**src/hw/rtl/kfi_ram.sv**
```systemverilog
module kfi_ram #(
  parameter int unsigned WIDTH = 32,
  parameter int unsigned DEPTH = 64
) (
  input  logic                     clk,
  input  logic                     we,
  input  logic [$clog2(DEPTH)-1:0] waddr,
  input  logic [WIDTH-1:0]         wdata,
  input  logic [$clog2(DEPTH)-1:0] raddr,
  output logic [WIDTH-1:0]         rdata
);

  logic [WIDTH-1:0] mem [DEPTH];

  always_ff @(posedge clk) begin
    if (we) begin
      mem[waddr] <= wdata;
    end
    rdata <= mem[raddr];
  end

endmodule

```
**config.mk**
```make
export PLATFORM = sky130hd
export DESIGN_NAME = kfi_ram
export DESIGN_NICKNAME = d
export VERILOG_FILES = /design/src/hw/rtl/kfi_ram.sv
export SDC_FILE = /design/constraint.sdc
export NUM_CORES = 2
export LEC_CHECK = 0
export BUFFER_PORTS_ARGS = -buffer_cell sky130_fd_sc_hd__buf_4
export CELL_PAD_IN_SITES_DETAIL_PLACEMENT = 1
export CELL_PAD_IN_SITES_GLOBAL_PLACEMENT = 2
export CORE_ASPECT_RATIO = 1.4
export CORE_MARGIN = 1
export CORE_UTILIZATION = 35
export DETAILED_ROUTE_END_ITERATION = 10
export GPL_ROUTABILITY_DRIVEN = 0
export PLACE_DENSITY = 0.7
export SYNTH_ARGS = -nofsm -noshare
export SYNTH_HDL_FRONTEND = slang
export SYNTH_SLANG_ARGS = --single-unit
```
**constraint.sdc**
```tcl
create_clock -name clk -period 3.54 [get_ports clk]
set_input_delay 0.354 -clock clk [delete_from_list [all_inputs] [get_ports clk]]
set_output_delay 0.354 -clock clk [all_outputs]
set_load 0.005 [all_outputs]
```
# --- Yosys cells after proc, flatten, opt, wreduce, memory -nomap -nowiden ---
# Memory sizes are Yosys's and may differ from the RTL's. A register that Yosys moved wholly into a read port is not among the register bits.
# Cells that the tools add are included.
word_totals:
  ff_bits: 0
  mem_bits_rw: 2048
  inputBits: 46
  output_inout_bits: 32
  elab_cells: 3
  n_memories: 1
op_classes:
  mux: 2
mem_list:
  columns: ["name", "depth", "width", "read_ports", "rd_ports_with_merged_regs", "wr", "line_no", "source"]
  rows:
  - ["mem", 64, 32, 1, 1, 1, "13", "logic [WIDTH-1:0] mem [DEPTH];"]
op_table:
  columns: ["cell", "count"]
  rows:
  - ["$mux 1", 2]

# --- Logic depth before layout (Yosys ltp) ---
depth:
  word_depth: 2
  mapped_depth: 10
  depth_no_buf: 5

# --- Worst setup path after synthesis ---
# OpenSTA, ideal clock, no wires.
synth_timing:
  path_kind: "input-to-reg"
  start: "input waddr[3]"
  end: "memory mem[48][0] (enable)"
  setup_time_ns: 0.461
  t_arrival_ns: 3.053
  t_required_ns: 3.079
  slack_ns: 0.026
  path_stages: 4
  n_path_buf: 1
  path_cell_list: "clkbuf_1 nor2b_1 nand4b_1 nor3_1"
synth_lines:
  columns: ["element", "line_no", "source"]
  rows:
  - ["from (decl)", "7", "input logic [$clog2(DEPTH)-1:0] waddr,"]
  - ["to (decl)", "13", null]
# Straight into the memory's write port.

==> results by stage <==
Outcome:
- The run finished with clean final reports.

Clocking:
- The clock latency on the worst-skew pair is between 0.8 and 0.9 ns.
- Clock-pin slew was measured on the worst setup and hold paths at around 0.07 ns.
- The post-CTS setup buffer count is 0.
- In this run, post-CTS hold repair placed 0 buffers.
- The number of buffers between clock root and the deepest sink is 4.
- The clock sink count is approximately 2100.
- The H-tree was split into 4 levels.
- The cell chosen for the clock root is sky130_fd_sc_hd__clkbuf_16.
- Post-CTS repair changed the size of 0 cells.
- TritonCTS built the clock tree.
- The number of CTS-inserted buffers is 188.

Place:
- The total cell area at the placement stage is between 0.08 and 0.09 mm2.
- After legalization and detailed placement, the total HPWL measured ~130000 um.
- Buffers placed on the I/O ports in this run total 77.

Logic synthesis:
- The average instance in the mapped netlist occupies 23.6 um2.
- The async set-or-reset flop fraction in the synthesized netlist is 0.
- The dominant combinational cell family by area after synthesis is multiplexers.
- The adder and majority gate portion of the synthesized area is 0.
- The number of nets in the synthesized netlist is around 3400.
- The Yosys step of the flow raised 0 warnings.
- In the synthesized netlist, the number of instances is around 3300.
- Of the total synthesized cell area, the portion taken by AND, OR, NAND and NOR gates is 0.0127.
- The multiplexer fraction of the synthesized cell area is 0.168.
- Summing every instance area after synthesis gives between 0.07 and 0.08 mm2.
- For this run, the register share of the synthesized area comes to 0.791.
- The xor and xnor fraction of the mapped netlist area is 0.
- The compound-cell area share of the yosys netlist is 0.0167.
- For this run, the leading register cell type out of synthesis is sky130_fd_sc_hd__edfxtp_1.
- Synthesis instantiated 34 different standard cells from the library.
- The synthesized design contains 2080 register bits.
- Yosys mapped a number of flops with a built-in enable equal to between 2000 and 2500.

Timing:
- The headroom to the max-slew limit is 0.375.
- The number of hold violations in the final report is 0.
- The maximum clock skew at final layout is approximately 0.045 ns.
- The number of slew-limit violations in the final report is 0.
- The maximum clock frequency is between 0.4 and 0.5 GHz.
- The minimum period implied by the final worst setup slack is 2.40 ns.
- Setup repair after global routing left no endpoint under its margin.
- Dividing the final minimum period by the clock period gives 0.678.
- Setup violations remaining at the end of the flow were counted as 0.
- Adding up every negative setup slack in the final design gives 0 ns.
- The slew of the pin with the lowest slew margin is a little over 0.9 ns.

Die:
- The core region is 0.223 mm2.
- The initial utilization of the core area, before any placement, comes to 0.352.
- The width of the chip is just over 400 um.
- The floorplan step set the die height to 562 um.
- The total number of placement rows is about 210.
- The floorplan step defined a die boundary enclosing between 0.2 and 0.25 mm2.
- The count of boundary I/O pins is just under 80.

Worst setup path:
- The critical path goes through buf_8 > buf_12 > buf_4 > buf_4 > mux4_2 > mux4_2 > o22ai_1 > nor2_1.
- STA classifies the critical path startpoint as an input pin.
- The endpoint identified for the worst register-to-register timing path is rdata[13].
- For the worst setup path, the data arrival time is around 3.1 ns.
- The worst setup path is of the input pin to register kind.
- The data required time at the worst endpoint is between 4 and 5 ns.
- Counting both buffers and inverters, the worst setup path holds a total of 4.
- In this run the worst setup path begins at raddr[0].
- Counting cells, the worst reg-to-reg path comes to 5.
- The kind of cell adding the most delay to the critical path is multiplexers.
- The top fanout value on the critical path is 20.
- The cell count along the critical path is 8.
- In this run the register-to-register setup slack is 1.20 ns.
- In this design, the stage delay of the slowest critical-path cell is about 0.61 ns.
- The largest individual stage delay along the critical path comes from the cell sky130_fd_sc_hd__o22ai_1.
- The critical path endpoint is rdata[12].
- The startpoint identified for the worst register-to-register timing path is mem[44][13].
- The sort of element at the end of the critical path is a register.

Routing:
- The via count of the routed design is approximately 37000.
- Dividing the detail-routed wire length by the instance count gives ~33 um.
- After detailed routing, the number of remaining DRC violations is 0.
- The starting DRC count in detailed routing is between 3000 and 4000.
- The routed wire length is around 220000 um.
- In the detailed route, the total length drawn on met3 is approximately 14000 um.
- After detailed routing, the wire length on met1 is around 85000 um.
- The highest signal layer in the routed design is met5.
- The antenna violation net count after detailed routing is 0.
- The total iterations of the first detailed-routing run is 5.
- The routed wire length on met2 is 115000 um.
- Using the TritonRoute via totals, the vias-per-cell ratio works out to about 5.6.

Cells and area:
- The relative area change from synthesis to final layout is 15.7%.
- After routing the design area is a little over 0.09 mm2.
- Measured on the finished design, the core utilization comes to 0.408.
- After the last flow step, the layout net total stands at approximately 3700.
- Leaving out fill and tap cells, the most frequent cell in the layout is sky130_fd_sc_hd__edfxtp_1.
- The top cell types in the final layout, fill and taps aside, are sky130_fd_sc_hd__edfxtp_1, sky130_fd_sc_hd__mux4_2, sky130_fd_sc_hd__buf_4, sky130_fd_sc_hd__clkbuf_16, sky130_fd_sc_hd__mux2i_1.
- The fraction of final layout cells with drive strength greater than 1 is 0.312.

Power and ir drop:
- Of the total power, the share spent switching nets is 0.213.
- The worst ir drop on vdd is between 300 and 400 uV.
- The net switching power figure is between 10 and 15 mW.
- Of the total power, the clock network draws 0.404.
- The relative contribution of combinational cells to total power is 0.053.
- Cell internal power was estimated by the tool at around 40 mW.
- The share of total power dissipated in sequential elements is 0.542.
- The leakage power figure is around 28 nW.
- In this run the power density over the cells is around 560 mW/mm2.

Global routing:
- The number of antenna violations at the first check in global routing is 16.
- The remaining global-route overflow is 0.
- The overall track demand over capacity in global routing is 0.195.
- The maximum number of pins on one net before global-route repair is 65.
- The via count of the first global-routing pass is between 30000 and 40000.
- The global-route wire length before repair is between 300000 and 400000 um.

Min path:
- The class of the tightest hold or removal check is input pin to register.

Run:
- The tool flagged a number of max-cap violations equal to 0.
==> kinds of logic after synthesis <==
| logic type | count (synthesis) |
|---|---|
| mux | 637 |
| simple gates | 223 |
| buf+inv | 182 |
| compound gates | 202 |
| flops | 2080 |
==> power groups by stage <==
stage / Clock [mW] / Sequential, mW / Combinational [mW]
2_1_floorplan: 0 / 27.8 / 1.33
4_1_cts: 20.8 / 27.4 / 2.76
3_5_place_dp: 0 / 28.0 / 2.75
3_3_place_gp: 0 / 27.9 / 2.70
5_1_grt: 21.5 / 27.4 / 2.84
6_report: 20.4 / 27.4 / 2.70
==> metrics by stage <==
stage	hold slack, ns	power, mW	setup WS, ns	instances
final	0.0618	50.6	1.14	6681
after global routing	0.0812	51.8	1.05	6673
after CTS	0.0448	51.0	1.12	6672
after detailed placement	0.746	30.7	0.245	6336
after global placement	0.715	30.6	0.235	6336
after floorplan	0.453	29.2	0.0262	3324
==> routing by layer <==
metal / vias to the layer above / track usage
li1: 14900 / -
met4: 14 / 0.0701
met5: - / 0
met1: 20700 / 0.243
met3: 338 / 0.0292
met2: 1347 / 0.344
==> final cells by class <==
class / count / area [um2]
Antenna cell: 9 / 22.5
Clock buffer: 250 / 5170
Clock inverter: 86 / 885
Fill cell: 20500 / 132000
Multi-Input combinational cell: 1062 / 16000
Sequential cell: 2080 / 62100
Tap cell: 2898 / 3630
Timing Repair Buffer: 296 / 3050
==> worst min path at each step <==
stage,start,to,cells past startpoint,slack (ns)
6_report,wdata[11],mem[57][11],1,0.06
5_1_grt,wdata[11],mem[60][11],1,0.08
4_1_cts,wdata[11],mem[53][11],1,0.04
3_5_place_dp,mem[13][8],rdata[8],4,0.75
3_3_place_gp,mem[28][20],rdata[20],4,0.72
2_1_floorplan,wdata[0],mem[0][0],0,0.45
==> flip-flops by register name (all words and copies together) (netlist names) <==
signal,cells
mem,2048
rdata,32
==> worst register-to-register path, delay by kind of cell, from the launching register on <==
family,cells,cell delay (ns)
AOI/OAI and AO/OA,2,0.72
muxes,2,1.02
DFF,1,0.37
and+or+nand+nor,1,0.10
==> cell usage after synthesis (all sizes together), types with 7 or more instances <==
cell | n | area (um2)
mux2i | 93 | 931
clkbuf | 74 | 278
a22oi | 12 | 90.1
o22ai | 84 | 526
nor3 | 7 | 35.0
nand2 | 26 | 97.6
dfxtp | 32 | 641
nand2b | 8 | 50.1
nor2b | 15 | 93.8
o221ai | 27 | 236
a21oi | 62 | 310
buf | 108 | 608
a311oi | 8 | 70.1
edfxtp | 2048 | 61500
nor2 | 137 | 514
mux4 | 544 | 12300
Power figures use the tool's default switching activity.
