**src/hw/rtl/kfi_pkg.sv**
```systemverilog
package kfi_pkg;

  typedef enum logic {
    FUNC_LOAD  = 1'b0,
    FUNC_QUERY = 1'b1
  } func_t;

  typedef struct packed {
    logic        func;
    logic [5:0]  key_slot;
    logic [31:0] key_time;
    logic signed [31:0] key_x;
    logic signed [31:0] key_y;
    logic signed [31:0] key_z;
    logic [31:0] query_time;
  } in_item_t;

  typedef struct packed {
    logic signed [31:0] out_x;
    logic signed [31:0] out_y;
    logic signed [31:0] out_z;
  } out_item_t;

  localparam int unsigned KEY_W = 128;
  localparam int unsigned Q_FRAC = 16;
  localparam logic [16:0] Q_ONE = 17'h10000;

endpackage

```
**src/hw/rtl/kfi_front.sv**
```systemverilog
// Front: accept transactions, split loads from queries, hold queries in a
// two-entry queue for the back end. Hold a load off until the queue is empty
// and the back end is idle, so it never overtakes an earlier query.
module kfi_front (
  input  logic                clk,
  input  logic                rst_n,
  input  logic                in_valid,
  output logic                in_ready,
  input  kfi_pkg::in_item_t   in_data,
  output logic                ld_we,
  output logic [5:0]          ld_slot,
  output logic [kfi_pkg::KEY_W-1:0] ld_key,
  output logic                q_valid,
  input  logic                q_ready,
  output logic [31:0]         q_time
);

  logic [31:0] fifo_r [2];
  logic        rd_ptr_r, rd_ptr_nxt;
  logic        wr_ptr_r, wr_ptr_nxt;
  logic [1:0]  cnt_r, cnt_nxt;
  logic        acc, push, pop;

  assign in_ready = (in_data.func == kfi_pkg::FUNC_QUERY) ? (cnt_r != 2'd2)
                                                          : ((cnt_r == 2'd0) && q_ready);
  assign acc      = in_valid && in_ready;
  assign push     = acc && (in_data.func == kfi_pkg::FUNC_QUERY);
  assign pop      = q_valid && q_ready;
  assign q_valid  = (cnt_r != 2'd0);
  assign q_time   = fifo_r[rd_ptr_r];

  assign ld_we   = acc && (in_data.func == kfi_pkg::FUNC_LOAD);
  assign ld_slot = in_data.key_slot;
  assign ld_key  = {in_data.key_time, in_data.key_x, in_data.key_y, in_data.key_z};

  always_comb begin
    rd_ptr_nxt = pop ? ~rd_ptr_r : rd_ptr_r;
    wr_ptr_nxt = push ? ~wr_ptr_r : wr_ptr_r;
    cnt_nxt    = cnt_r + {1'b0, push} - {1'b0, pop};
  end

  always_ff @(posedge clk) begin
    if (!rst_n) begin
      rd_ptr_r <= 1'b0;
      wr_ptr_r <= 1'b0;
      cnt_r    <= 2'd0;
    end else begin
      rd_ptr_r <= rd_ptr_nxt;
      wr_ptr_r <= wr_ptr_nxt;
      cnt_r    <= cnt_nxt;
    end
    if (push) begin
      fifo_r[wr_ptr_r] <= in_data.query_time;
    end
  end

endmodule

```
**config.mk**
```make
export PLATFORM = sky130hd
export DESIGN_NAME = kfi_front
export DESIGN_NICKNAME = d
export VERILOG_FILES = /design/src/hw/rtl/kfi_pkg.sv /design/src/hw/rtl/kfi_front.sv
export SDC_FILE = /design/constraint.sdc
export NUM_CORES = 1
export LEC_CHECK = 0
export BUFFER_PORTS_ARGS = -buffer_cell sky130_fd_sc_hd__buf_2
export CORE_AREA = 5 5 127 129
export DETAILED_ROUTE_END_ITERATION = 12
export DIE_AREA = 0 0 132 134
export HOLD_SLACK_MARGIN = 0.08
export PLACE_DENSITY_LB_ADDON = 0.15
export SLEW_MARGIN = 40
export SYNTH_ARGS = -nofsm -noshare
export SYNTH_HDL_FRONTEND = slang
export SYNTH_SLANG_ARGS = --single-unit
export TNS_END_PERCENT = 5
```
**constraint.sdc**
```tcl
create_clock -name clk -period 3.5 [get_ports clk]
set_input_delay 0.7 -clock clk [delete_from_list [all_inputs] [get_ports clk]]
set_output_delay 0.7 -clock clk [all_outputs]
set_load 0.1 [all_outputs]
```
== Word-level counts from Yosys, hierarchy flattened ==
Memory sizes are Yosys's and may differ from the RTL's. A register that Yosys moved wholly into a read port is not among the register bits.
Index checks and enable logic that the tools add are counted.
Word-level totals
  flip-flop bits (word level): 4
  RAM bits: 64
  input port bits: 171
  output and inout port bits: 169
  word-level logic and storage cells: 22
  memories kept: 1
Cells by class
  $add $sub $neg: 2
  eq/ne operators: 1
  multiplexer cells: 5
  bitwise gates (word level): 3
  reduce and logical (&&, ||, !) cells: 7
Memory list
  fifo_r: depth 2, bits a word 32, rd ports 1, clocked after memory_dff 1, wr ports 1, RTL line kfi_front.sv:18  | logic [31:0] fifo_r [2];
Operators with widths (count)
  logical AND 1 bit: 5
  two-way mux 1 bit: 5
  inverter 1 bit: 3
  adder 2 x 1 -> 2 bit: 1
  logical NOT 2 bit: 1
  != test 2 bit, second input constant: 1
  nonzero test 2 bit: 1
  subtractor 2 x 1 -> 2 bit: 1

== Longest topological paths before layout ==
  depth after elaboration: 7
  mapped depth: 6

== Worst setup path before layout ==
No wires, ideal clock.
  kind: input-to-output
  start point: input q_ready
  end point: output ld_we
  arrival: 3.861 ns
  slack: -1.061 ns
  stages: 2
  path buffers: 0
  cells stage by stage: a21oi_1 -> nor4b_1
On the way
  longest elaborated chain between the ends: 4
Ends and longest elaborated chain
  from (decl): RTL line kfi_front.sv:14  | input logic q_ready,
  logical AND 1 bit: RTL line kfi_front.sv:25  | : ((cnt_r == 2'd0) && q_ready);
  two-way mux 1 bit: RTL line kfi_front.sv:24  | assign in_ready = (in_data.func == kfi_pkg::FUNC_QUERY) ? (cnt_r != 2'd2)
  logical AND 1 bit: RTL line kfi_front.sv:26  | assign acc = in_valid && in_ready;
  logical AND 1 bit: RTL line kfi_front.sv:32  | assign ld_we = acc && (in_data.func == kfi_pkg::FUNC_LOAD);
  to (decl): RTL line kfi_front.sv:10  | output logic ld_we,
No other way between the ends.

==> results.md <==
* Area grow syn2layout at -4.36%
* H-tree levels at 3
* Tmin final at 2400 ps
* Final hold viol count at 0
* Pin count of the biggest net entering global routing at 33
* Clock Skew at 2.85 ps
* Vias at 1557
* Synth cell count leaders: buf_4, edfxtp_1, mux2_2, dfxtp_1
* DIE WIDTH at 132 um
* Placed cell area at 3180 um^2
* Sink Count at ~70
* Total CTS buffers at 9
* Combinational Power Share at 40.0%
* GR Overflow Total at 0
* Initial DRC Count at 54
* Yosys warnings at 0
* Max clock buf depth at 2
* Non-Filler Instances at around 400
* Avg Cell Area, Syn at between 10 and 15 um^2
* RSZ-0062 raised after global routing: no
* Maximum clock rate at about 420 MHz
* Synth area leader: edfxtp_1
* Final setup vio count at 0
* Setup TNS Final at 0 ps
* Post-Place Cells at 389
* Post-route cell area at 3430 um^2
* Sw power at 1350 uW
* Setup crit end kind: output pin
* PwrDens at around 900 nW/um^2
* Antenna Violating Nets Remaining at 0
* Final WL at 8.54 mm
* Worst Path Buf+Inv at 1
* Final worst-path cycle share at 68.5%
* Int Power at 1690 uW
* Syn Nets at 437
* Maxcap violations at 0
* EDFF count, synth at 64
* First-pass GRT wire length at between 10 and 15 mm
* Max IR drop VDD at approximately 0.19 mV
* Hold_buf cts at 0
* Largest stage delay, worst path at 640 ps
* CP max-delay cell: dfxtp_4
* N_diodes at 0
* Filler cell count at 1566
* Max_slew headroom at around 66%
* FFs w/ async S/R, synth at 0%
* Total die area at 17700 um^2
* Die Span Y at 134 um
* I/O pin count at 340
* Initial antenna violation count at 1
* Total GRT Usage at 9.28%
* Hold WC Path Type: input pin to flip-flop
* Top cell type's share of synthesized area at 53.6%
* Worst-Margin Slew at 509 ps
* Vias/cell at a little under 4
* Most numerous cell in the Yosys netlist: buf_4
* WS Path Type: flip-flop to output pin
* Min Hold Slack at 565 ps
* Seq cells post-synth at 69
* Pre-antenna DRT Iters at 4
* Worst EP required at 2800 ps
* Synth unique cells at 23
* Critical Path Source Type: flip-flop
* TritonCTS clock tree: built
* Post-CTS Setup Bufs at 0
* Hold Path Origin: in_data[7]
* Row count at 45
* Mapped Area at 3590 um^2
* Delay-heaviest family, CP: flip-flops
* Clock group share of total power at 25.1%
* Placer Congestion at 0.662
* Sequential share of power at 34.8%
* Top cells by area, synth: edfxtp_1, buf_4, mux2_2
* Outcome: completed
* Worst path cell trace: mux2_1 -> buf_2
* Vias in the first global route at 1701
* Fraction of layout cells with a size suffix above 1 at a little under three fifths
* Resized Gates After CTS at 0
* CTS Root Cell: clkbuf_16
* Final net count at 384
* Clk pin slew, worst setup/hold paths at 50 ps
* Ys flop type: edfxtp_1
* # DRC at 0
* WL/cell at between 20 and 25 um
* PortBufs at 71
* Worst-skew pair later-pin latency at between 300 and 400 ps
* Initial Util at between 20% and 30%
* Synthesized instance count at 265
* Final count of pins violating max slew at 0
* Core ar. at approximately 15000 um^2
* Arr. time, crit path at around 1700 ps
* Sw frac at roughly 44%
* Critical path fanouts, max at 32
* Overall power at between 3000 and 4000 uW
* Leak at 0.00125 uW
* FF-to-FF Start: cnt_r[0]
* Sequential fraction of the synthesis area at 56.4%
* Detailed placement HPWL at between 6 and 7 mm
[metrics by stage]
step	utilization [%]	setup WS, ps
finish	23.0	1100
global route	23.0	1030
CTS	23.0	1040
detailed placement	21.3	1190
global placement	21.3	1100
floorplan	-	-28.9
[worst register-to-register path, stage by stage, from the launching register on]
cell and delay (ps):
dfxtp_1 420, nor2b_1 140, nor3_2 280, buf_4 460
[worst paths after layout]
check | to | slack [ps] | cells after the start
setup / recovery | q_time[29] | 1100 | 2
hold / removal | fifo_r[1][7] | 570 | 1
setup reg to reg | fifo_r[0][21] | 1800 | 3
hold reg to reg | flip-flop | 570 | 2
[state kept, by name, summed over array words and instances (netlist names), named ones only]
name      flops
fifo_r       64
cnt_r         2
rd_ptr_r      1
wr_ptr_r      1
[cell families after synthesis]
kind of cell	after synthesis	share of synthesized area, %
buf+inv	140	29.0
flops	69	56.4
mux	33	10.3
simple gates	16	2.72
compound gates	4	0.733
xor+xnor	2	0.488
fa+ha+maj	1	0.349
[area by class of cell]
class,count,area (um^2),share of cell area [%]
Clock buffer,11,233,6.78
Clock inverter,3,15.0,0.438
Inverter,2,7.51,0.219
Multi-Input combinational cell,56,537,15.6
Sequential cell,69,2030,59.0
Tap cell,188,235,6.86
Timing Repair Buffer,74,378,11.0
[placed cells by master, fill, tap and decap left out, types with 3 or more instances in the layout]
cell type	synthesis	final
edfxtp_1	64	64
and2_1	4	3
buf_4	137	3
buf_2	1	71
clkbuf_16	0	9
mux2_2	28	28
dfxtp_1	5	4
mux2_1	4	4
clkinv_2	0	3
[routing by layer]
| layer | track usage (%) | routed length [um] | vias to the layer above |
|---|---|---|---|
| met5 | 0 | 13 | - |
| met4 | 6.11 | 288 | 2 |
| met3 | 7.39 | 1490 | 39 |
| met2 | 15.4 | 4350 | 143 |
| met1 | 7.45 | 2390 | 704 |
| li1 | - | - | 669 |
[power groups by stage]
| stage | sequential [uW] | combinational [uW] | clock, uW |
|---|---|---|---|
| 6_report | 1060 | 1210 | 763 |
| 5_1_grt | 1070 | 1260 | 837 |
| 4_1_cts | 1060 | 1230 | 801 |
| 3_5_place_dp | 1080 | 1230 | 0 |
| 3_3_place_gp | 1080 | 1230 | 0 |
| 2_1_floorplan | 1010 | 1840 | 0 |
Power figures use the tool's default switching activity.
