<file path="config.mk">
export PLATFORM = sky130hd
export DESIGN_NAME = kfi_back
export DESIGN_NICKNAME = d
export VERILOG_FILES = /design/src/hw/rtl/kfi_pkg.sv /design/src/hw/rtl/kfi_back.sv
export SDC_FILE = /design/constraint.sdc
export NUM_CORES = 2
export LEC_CHECK = 0
export BUFFER_PORTS_ARGS = -buffer_cell sky130_fd_sc_hd__clkbuf_2
export CAP_MARGIN = 20
export CORE_UTILIZATION = 45
export DETAILED_ROUTE_END_ITERATION = 6
export PLACE_DENSITY = 0.71
export SLEW_MARGIN = 20
export SYNTH_ARGS = -nofsm -noshare
export SYNTH_HDL_FRONTEND = slang
export SYNTH_SLANG_ARGS = --single-unit
</file>
<file path="constraint.sdc">
create_clock -name clk -period 9.85 [get_ports clk]
set_input_delay 1.97 -clock clk [delete_from_list [all_inputs] [get_ports clk]]
set_output_delay 1.97 -clock clk [all_outputs]
set_load 0.02 [all_outputs]
</file>
<file path="src/hw/rtl/kfi_pkg.sv">
package kfi_pkg;

  typedef enum logic {
    FUNC_LOAD  = 1'b0,
    FUNC_QUERY = 1'b1
  } func_t;

  typedef struct packed {
    logic        func;
    logic [5:0]  key_slot;
    logic [31:0] key_time;
    logic signed [31:0] key_x;
    logic signed [31:0] key_y;
    logic signed [31:0] key_z;
    logic [31:0] query_time;
  } in_item_t;

  typedef struct packed {
    logic signed [31:0] out_x;
    logic signed [31:0] out_y;
    logic signed [31:0] out_z;
  } out_item_t;

  localparam int unsigned KEY_W = 128;
  localparam int unsigned Q_FRAC = 16;
  localparam logic [16:0] Q_ONE = 17'h10000;

endpackage

</file>
<file path="src/hw/rtl/kfi_back.sv">
// Back: search the track one key at a time, divide serially, then lerp one
// component at a time.
module kfi_back #(
  parameter int unsigned MAX_KEYS = 64
) (
  input  logic                       clk,
  input  logic                       rst_n,
  input  logic [6:0]                 keys_in_use,
  input  logic                       q_valid,
  output logic                       q_ready,
  input  logic [31:0]                q_time,
  output logic [$clog2(MAX_KEYS)-1:0] raddr,
  input  logic [kfi_pkg::KEY_W-1:0]  rdata,
  output logic                       out_valid,
  input  logic                       out_ready,
  output kfi_pkg::out_item_t         out_data
);

  localparam int unsigned AW = $clog2(MAX_KEYS);
  localparam int unsigned NW = AW + 1;

  typedef enum logic [3:0] {
    S_IDLE, S_SRCH, S_WAIT, S_LOAD0, S_LOAD1, S_DIV, S_MUL, S_ADD, S_DONE
  } state_t;

  state_t      state_r;
  logic [31:0] q_r;
  logic [NW-1:0] n_r, idx_r;
  logic [kfi_pkg::KEY_W-1:0] k0_r, k1_r;
  logic [48:0] rem_r;
  logic [31:0] den_r;
  logic [16:0] fac_r;
  logic [5:0]  dcnt_r;
  logic [1:0]  comp_r;
  logic signed [50:0] prod_r;
  logic signed [31:0] start_r;
  logic [95:0] res_r;
  logic [95:0] out_r;
  logic        out_valid_r;
  logic        last_r;

  logic [NW-1:0] n_eff;
  logic [31:0]   rtime;
  logic [49:0]   rem_sh;
  logic signed [32:0] diff;
  logic signed [31:0] a_c, b_c;
  logic signed [31:0] lerp;
  logic          done_fire;

  always_comb begin
    if (keys_in_use == 7'd0) begin
      n_eff = NW'(1);
    end else if ({25'd0, keys_in_use} > 32'(MAX_KEYS)) begin
      n_eff = NW'(MAX_KEYS);
    end else begin
      n_eff = NW'(keys_in_use);
    end
  end

  assign rtime = rdata[127:96];
  assign raddr = idx_r[AW-1:0];
  assign q_ready = (state_r == S_IDLE);
  assign out_valid = out_valid_r;
  assign out_data = out_r;
  assign rem_sh = {rem_r, 1'b0};
  assign done_fire = (state_r == S_DONE) && (!out_valid_r || out_ready);

  always_comb begin
    case (comp_r)
      2'd0: begin a_c = k0_r[95:64]; b_c = k1_r[95:64]; end
      2'd1: begin a_c = k0_r[63:32]; b_c = k1_r[63:32]; end
      default: begin a_c = k0_r[31:0]; b_c = k1_r[31:0]; end
    endcase
    diff = 33'(b_c) - 33'(a_c);
    lerp = start_r + 32'(prod_r >>> kfi_pkg::Q_FRAC);
  end

  always_ff @(posedge clk) begin
    if (!rst_n) begin
      state_r     <= S_IDLE;
      out_valid_r <= 1'b0;
    end else begin
      if (done_fire) begin
        out_valid_r <= 1'b1;
      end else if (out_valid_r && out_ready) begin
        out_valid_r <= 1'b0;
      end
      case (state_r)
        S_IDLE: begin
          if (q_valid) begin
            q_r   <= q_time;
            n_r   <= n_eff;
            if (n_eff == NW'(1)) begin
              idx_r  <= '0;
              last_r <= 1'b1;
              state_r <= S_WAIT;
            end else begin
              idx_r  <= NW'(1);
              last_r <= 1'b0;
              state_r <= S_SRCH;
            end
          end
        end
        S_SRCH: begin
          // Address idx_r is issued; data lands next cycle.
          state_r <= S_LOAD1;
        end
        S_LOAD1: begin
          if (q_r < rtime) begin
            k1_r    <= rdata;
            idx_r   <= idx_r - NW'(1);
            state_r <= S_WAIT;
          end else if (idx_r == n_r - NW'(1)) begin
            last_r  <= 1'b1;
            state_r <= S_WAIT;
          end else begin
            idx_r   <= idx_r + NW'(1);
            state_r <= S_SRCH;
          end
        end
        S_WAIT: begin
          state_r <= S_LOAD0;
        end
        S_LOAD0: begin
          k0_r <= rdata;
          if (last_r) begin
            res_r <= rdata[95:0];
            state_r <= S_DONE;
          end else begin
            den_r  <= k1_r[127:96] - rtime;
            fac_r  <= '0;
            dcnt_r <= '0;
            if (q_r <= rtime || k1_r[127:96] <= rtime) begin
              rem_r   <= '0;
              state_r <= S_MUL;
              comp_r  <= 2'd0;
            end else begin
              // Partial remainder in the upper bits, zero fraction bits below.
              rem_r   <= {1'b0, q_r - rtime, 16'd0};
              state_r <= S_DIV;
            end
          end
        end
        S_DIV: begin
          // Restoring divide of (q-t0)<<16 by den, one quotient bit a step.
          if (rem_sh[49:16] >= {2'd0, den_r}) begin
            rem_r <= {rem_sh[48:16] - {1'b0, den_r}, rem_sh[15:0]};
            fac_r <= {fac_r[15:0], 1'b1};
          end else begin
            rem_r <= rem_sh[48:0];
            fac_r <= {fac_r[15:0], 1'b0};
          end
          dcnt_r <= dcnt_r + 6'd1;
          if (dcnt_r == 6'd15) begin
            state_r <= S_MUL;
            comp_r  <= 2'd0;
          end
        end
        S_MUL: begin
          prod_r  <= 51'(diff) * $signed({34'd0, fac_r});
          start_r <= a_c;
          state_r <= S_ADD;
        end
        S_ADD: begin
          case (comp_r)
            2'd0: res_r[95:64] <= lerp;
            2'd1: res_r[63:32] <= lerp;
            default: res_r[31:0] <= lerp;
          endcase
          if (comp_r == 2'd2) begin
            state_r <= S_DONE;
          end else begin
            comp_r  <= comp_r + 2'd1;
            state_r <= S_MUL;
          end
        end
        S_DONE: begin
          if (done_fire) begin
            out_r   <= res_r;
            state_r <= S_IDLE;
          end
        end
        default: state_r <= S_IDLE;
      endcase
    end
  end

endmodule

</file>
== Yosys cells after proc, flatten, opt, wreduce, memory -nomap -nowiden ==
Cells that the tools add are included.

* Multiply operators: 1
* Mux-type cells: 45
* Equality and inequality tests: 26
* Reduce and logical (&&, ||, !) cells: 28
* Add/sub/neg operators: 10
* Bitwise gates (word level): 1
* Order comparisons: 5

{| class="wikitable"
|+ Operators by type and width
! cell !! number
|-
| $pmux 96 s2 || 1
|-
| $pmux 32 s2 || 2
|-
| $mux 49 || 2
|-
| $pmux 49 s2 || 1
|-
| $mux 32 || 3
|-
| $mux 96 || 1
|-
| $le 32x32->1 || 2
|-
| $sub 32x32->32 || 2
|-
| $mul 33x18->48 || 1
|-
| $mux 48 || 1
|-
| $pmux 4 s9 || 1
|-
| $mux 7 || 5
|-
| $ge 34x32->1 || 1
|-
| $pmux 17 s2 || 1
|-
| $sub 32x32->33 || 1
|-
| $sub 33x32->33 || 1
|-
| $add 32x32->32 || 1
|-
| $lt 32x32->1 || 1
|-
| $mux 4 || 5
|-
| $ne 2x2->1 const B || 10
|-
| $reduce_and 3->1 || 6
|-
| $mux 17 || 1
|-
| $eq 4x3->1 const B || 4
|-
| $mux 2 || 8
|-
| 35 further kinds || 54
|}

* Word-level logic and storage cells: 135
* Output and inout bits: 104
* Input port bits: 171
* Bits in registers: 654

== Depth between registers and ports, before layout ==
* Depth in word-level cells: 7
* Mapped depth: 44
* Gate-level depth less buffers: 41

== Worst setup path after synthesis ==
Ideal clock, no wire load.

* Kind: reg-to-reg
* From: register comp_r[0]
* To: register prod_r[47], data pin
* Buffers on the path: 4
* Stages on the path, launching flop included: 44
* Arrival: 9372 ps
* Slack: 220 ps
* Required time: 9592 ps
* Setup time: 258 ps
* Period minus slack after synthesis: 9630 ps
* Cell sequence: edfxtp_1 > inv_1 > ha_1 > nor2_1 > clkbuf_1 > clkbuf_1 > nand2_1 > nand2_1 > ha_1 > inv_1 > fa_1 > a211oi_2 > o21ai_1 > and2_1 > o22a_1 > a21o_1 > a21bo_1 > o21a_1 > [8 not listed] > inv_1 > fa_1 > fa_1 > inv_1 > fa_1 > inv_1 > ha_1 > clkbuf_1 > nand4_1 > or4_1 > a311oi_2 > or3_4 > a21oi_4 > or3_1 > a21boi_1 > nor2_1 > xnor3_1 > xnor2_1

* Cells in the longest elaborated chain, start to end: 4
* Elaborated cells on any way between the ends: 6
* Those cells by class: add/sub: 1; mul: 1; eq/ne: 1; mux: 2; reduce/logical: 1

{| class="wikitable"
|+ RTL lines
! element !! RTL line !! text
|-
| start: declaration || kfi_back.sv:34 || <nowiki>logic [1:0] comp_r;</nowiki>
|-
| start signal: assignment || kfi_back.sv:173 || <nowiki>comp_r <= comp_r + 2'd1;</nowiki>
|-
| $eq 2x1->1 / $logic_not 2->1 (equally long branches) || kfi_back.sv:69 || <nowiki>case (comp_r)</nowiki>
|-
| $pmux 32 s2 * || kfi_back.sv:69 ||
|-
| named net a_c[0] || kfi_back.sv:46 || <nowiki>logic signed [31:0] a_c, b_c;</nowiki>
|-
| $sub 32x32->33 * || kfi_back.sv:74 || <nowiki>diff = 33'(b_c) - 33'(a_c);</nowiki>
|-
| $mul 33x18->48 * || kfi_back.sv:160 || <nowiki>prod_r <= 51'(diff) * $signed({34'd0, fac_r});</nowiki>
|-
| end signal: assignment || kfi_back.sv:160 ||
|-
| end: declaration || kfi_back.sv:35 || <nowiki>logic signed [50:0] prod_r;</nowiki>
|}

The timed path passes the listed nets; every way through them passes the cells marked *.
A chain may end at the register's enable or synchronous reset.

== Worst setup path in the final report ==
* From: register comp_r[0]
* To: register prod_r[40], data pin

The elaborated chain is that of the path after synthesis.

==> impl_metrics.ini <==
[global_route]
grt_usage = 0.220
first_global_vias = 35600
antenna_found_initial = 2
grt.overflow.total = 0
grt_pass1_wl_um = 192000
grt_max_degree = 129

[floorplanning]
core_area_sq_um = 108000
die_area_sq_um = 110000
die_w_um = 332
rows = 120
start_util = 0.456
pin_count = 275
die_y_um = 332

[worst_setup_path]
cpMostUsedCell = fa_1
arrival_ns = 10.03
slowest_stage = fa_1
crit_type = flip-flop to flip-flop
required_ns = 10.25
critical_path.top_delay_family = adder cells
cp-end-kind = flip-flop
start_kind = flip-flop
reg2reg_to = prod_r[40]
crit_buf_inv = 10
reg2reg_slack_ns = 0.22
r2r_start = comp_r[0]
path_depth = 44
crit_path_end = prod_r[40]
rr_worst_depth = 44
cp_max_fo = 9
startpoint = comp_r[0]
critical-path-max-stage-delay_ns = 0.55

[cells_and_area]
nets = 5870
stdcell_area_sq_um = 55600
post_route_cells_drive_above_1_share = 0.128
instances_no_fill = 6351
syn2layout_area_growth_pct = 13.3

[yosys]
yosys_warnings = 0
async_flop_share = 0
synth_top_area_cell = edfxtp_1
synth-main-ff-cell = edfxtp_1
ys_top_cells_by_area = edfxtp_1 (38%), fa_1 (21%), ha_1 (7.1%)
syn_avg_cell_area_sq_um = 10.7
synth_edf_count = 617
synth_cells = 4574
yosysSeqAreaShare = 0.380
synth_most_common_cell = inv_1
syn_area_sq_um = 49100
synth_fp_nets = 5544
synthTopCellsByCount = inv_1 (740), edfxtp_1 (617), nand2_1 (554)
ys_seq_elements = 622
synth.distinct_cells = 95
synth_top_area_frac = 0.378

[run]
drv_cap = 0

[power]
comb_power_share = 0.635
switchingPower_mw = 6.84
p_leak_nw = 24.6
p_clk_frac = 0.157
p_per_area_nw_per_um2 = 297
intPower_mw = 9.68
peakVddDrop_mv = 0.355
sequentialPowerShare = 0.208
netSwitchingFraction = 0.414

[timing]
fin_skew_ns = 0.0253
worstMarginPinSlew_ns = 1.17
rsz0062_at_grt = true
period_needed_ns = 9.63
drv_slew = 0
finalHoldViolations = 0
max_slew_margin = 0.211
setup_viol = 0
timing.fmax_mhz = 104
timing.final.crit_share = 0.977

[cts]
cts_root_buf = clkbuf_16
tritoncts = built
cts_buffers = 69
cts.hold.buffers_added = 0
clock_latency_ns = 0.65
clockBufferDepth = 3
cts_sinks = 622
clkTransAtPathRegs_ns = 0.06
h-tree-depth = 3

[placement]
place.gp.congestion = 0.897
dp.cells = 6204
portBuffers = 274
place_area_sq_um = 52600
hpwlAfterDp_um = 92200

[drt]
wl_per_cell_um = 19.0
wl_um = 121000
detailroute.via_count = 34100
first_iter_violations = 2425
remaining_drc_errors = 0
final_antenna_net_count = 0
dr.pass1.iters = 6
viasPerCell = 5.37

[outcome]
status = completed

[min_path]
hp-class = flip-flop to flip-flop
min_path_cells = 0
[final cells by class]
cell class,instances,area (sq um)
Sequential cell,622,18600
Fill cell,9287,52000
Inverter,742,2790
Clock buffer,81,1770
Antenna cell,2,5.00
Timing Repair Buffer,411,2660
Tap cell,1403,1760
Multi-Input combinational cell,3054,27500
Clock inverter,36,490
[power by group through the flow]
stage / Clock, mW / Sequential (mW) / Combinational, mW
2_1_floorplan: 0 / 3.48 / 6.78
3_3_place_gp: 0 / 3.49 / 9.54
3_5_place_dp: 0 / 3.49 / 9.75
4_1_cts: 2.64 / 3.43 / 9.85
5_1_grt: 2.74 / 3.44 / 11.7
6_report: 2.59 / 3.43 / 10.5
[registers in the layout, indices dropped and copies added, names as in the netlist]
register,cells
comp_r,2
dcnt_r,6
den_r,32
fac_r,17
idx_r,7
k0_r,96
k1_r,128
last_r,1
n_r,7
out_data,96
out_valid,1
prod_r,32
q_r,32
rem_r,33
res_r,96
start_r,32
state_r,4
[per-layer routing]
metal,vias to the layer above,track usage,part of all wire
met5,-,0,0
met2,1183,0.370,0.48
met3,219,0.0420,0.069
met4,0,0.0658,0.030
met1,16900,0.287,0.42
li1,15800,-,-
[worst register-to-register path, delay by kind of cell (launching register included)]
| kind | cells | cell delay [ns] |
|---|---|---|
| flip-flops | 1 | 0.41 |
| buffers and inverters | 10 | 1.06 |
| AO/OA/AOI/OAI | 15 | 2.99 |
| XOR/XNOR | 2 | 0.18 |
| adder cells (fa/ha/maj) | 10 | 3.89 |
| AND/OR/NAND/NOR | 7 | 0.85 |
[worst min-delay path by stage]
| stage | from | end | slack (ns) |
|---|---|---|---|
| floorplan | res_r[0] | out_data[0] | 0.40 |
| global placement | res_r[18] | out_data[18] | 0.40 |
| detailed placement | res_r[15] | out_data[15] | 0.40 |
| CTS | res_r[89] | out_data[89] | 0.41 |
| global route | res_r[37] | out_data[37] | 0.42 |
| finish | res_r[83] | out_data[83] | 0.41 |
[stage by stage]
step	util	hold WS, ns	setup WS [ns]	power, mW	TNS, ns
global placement	0.489	0.401	0.0744	13.0	0
CTS	0.510	0.406	0.0228	15.9	0
global route	0.517	0.421	-0.107	17.9	-0.424
floorplan	-	0.400	0.220	10.3	0
finish	0.517	0.412	0.223	16.5	0
detailed placement	0.489	0.405	-0.167	13.2	-0.520
[kinds of logic (layout without fill, tap and decap cells)]
| kind of cell | count (synthesis) | count (layout) | share of synthesized area |
|---|---|---|---|
| adder cells (fa/ha/maj) | 799 | 799 | 0.283 |
| buffers and inverters | 899 | 1270 | 0.0697 |
| AO/OA/AOI/OAI | 723 | 723 | 0.0978 |
| flip-flops | 622 | 622 | 0.380 |
| other | 0 | 2 | 0 |
| AND/OR/NAND/NOR | 1325 | 1325 | 0.132 |
| XOR/XNOR | 190 | 191 | 0.0345 |
| multiplexers | 16 | 16 | 0.00342 |
[timing repair]
action,in CTS,in global routing
setup endpoints to repair,5,17
pin swaps,0,53
setup buffers,0,26
cloned,0,3
gates resized for setup,5,99
[cell usage in the layout, fill, tap and decap left out, drive strengths merged, types with 69 or more instances in the layout]
master	Yosys	layout
nand3	69	69
ha	279	279
a21o	117	117
a21oi	219	219
and2	304	304
nor2	151	151
edfxtp	617	617
xnor2	130	131
inv	742	747
o21ai	128	128
clkbuf	131	358
buf	26	134
nand2	556	556
fa	520	520
(Power assumes the default switching activity.)
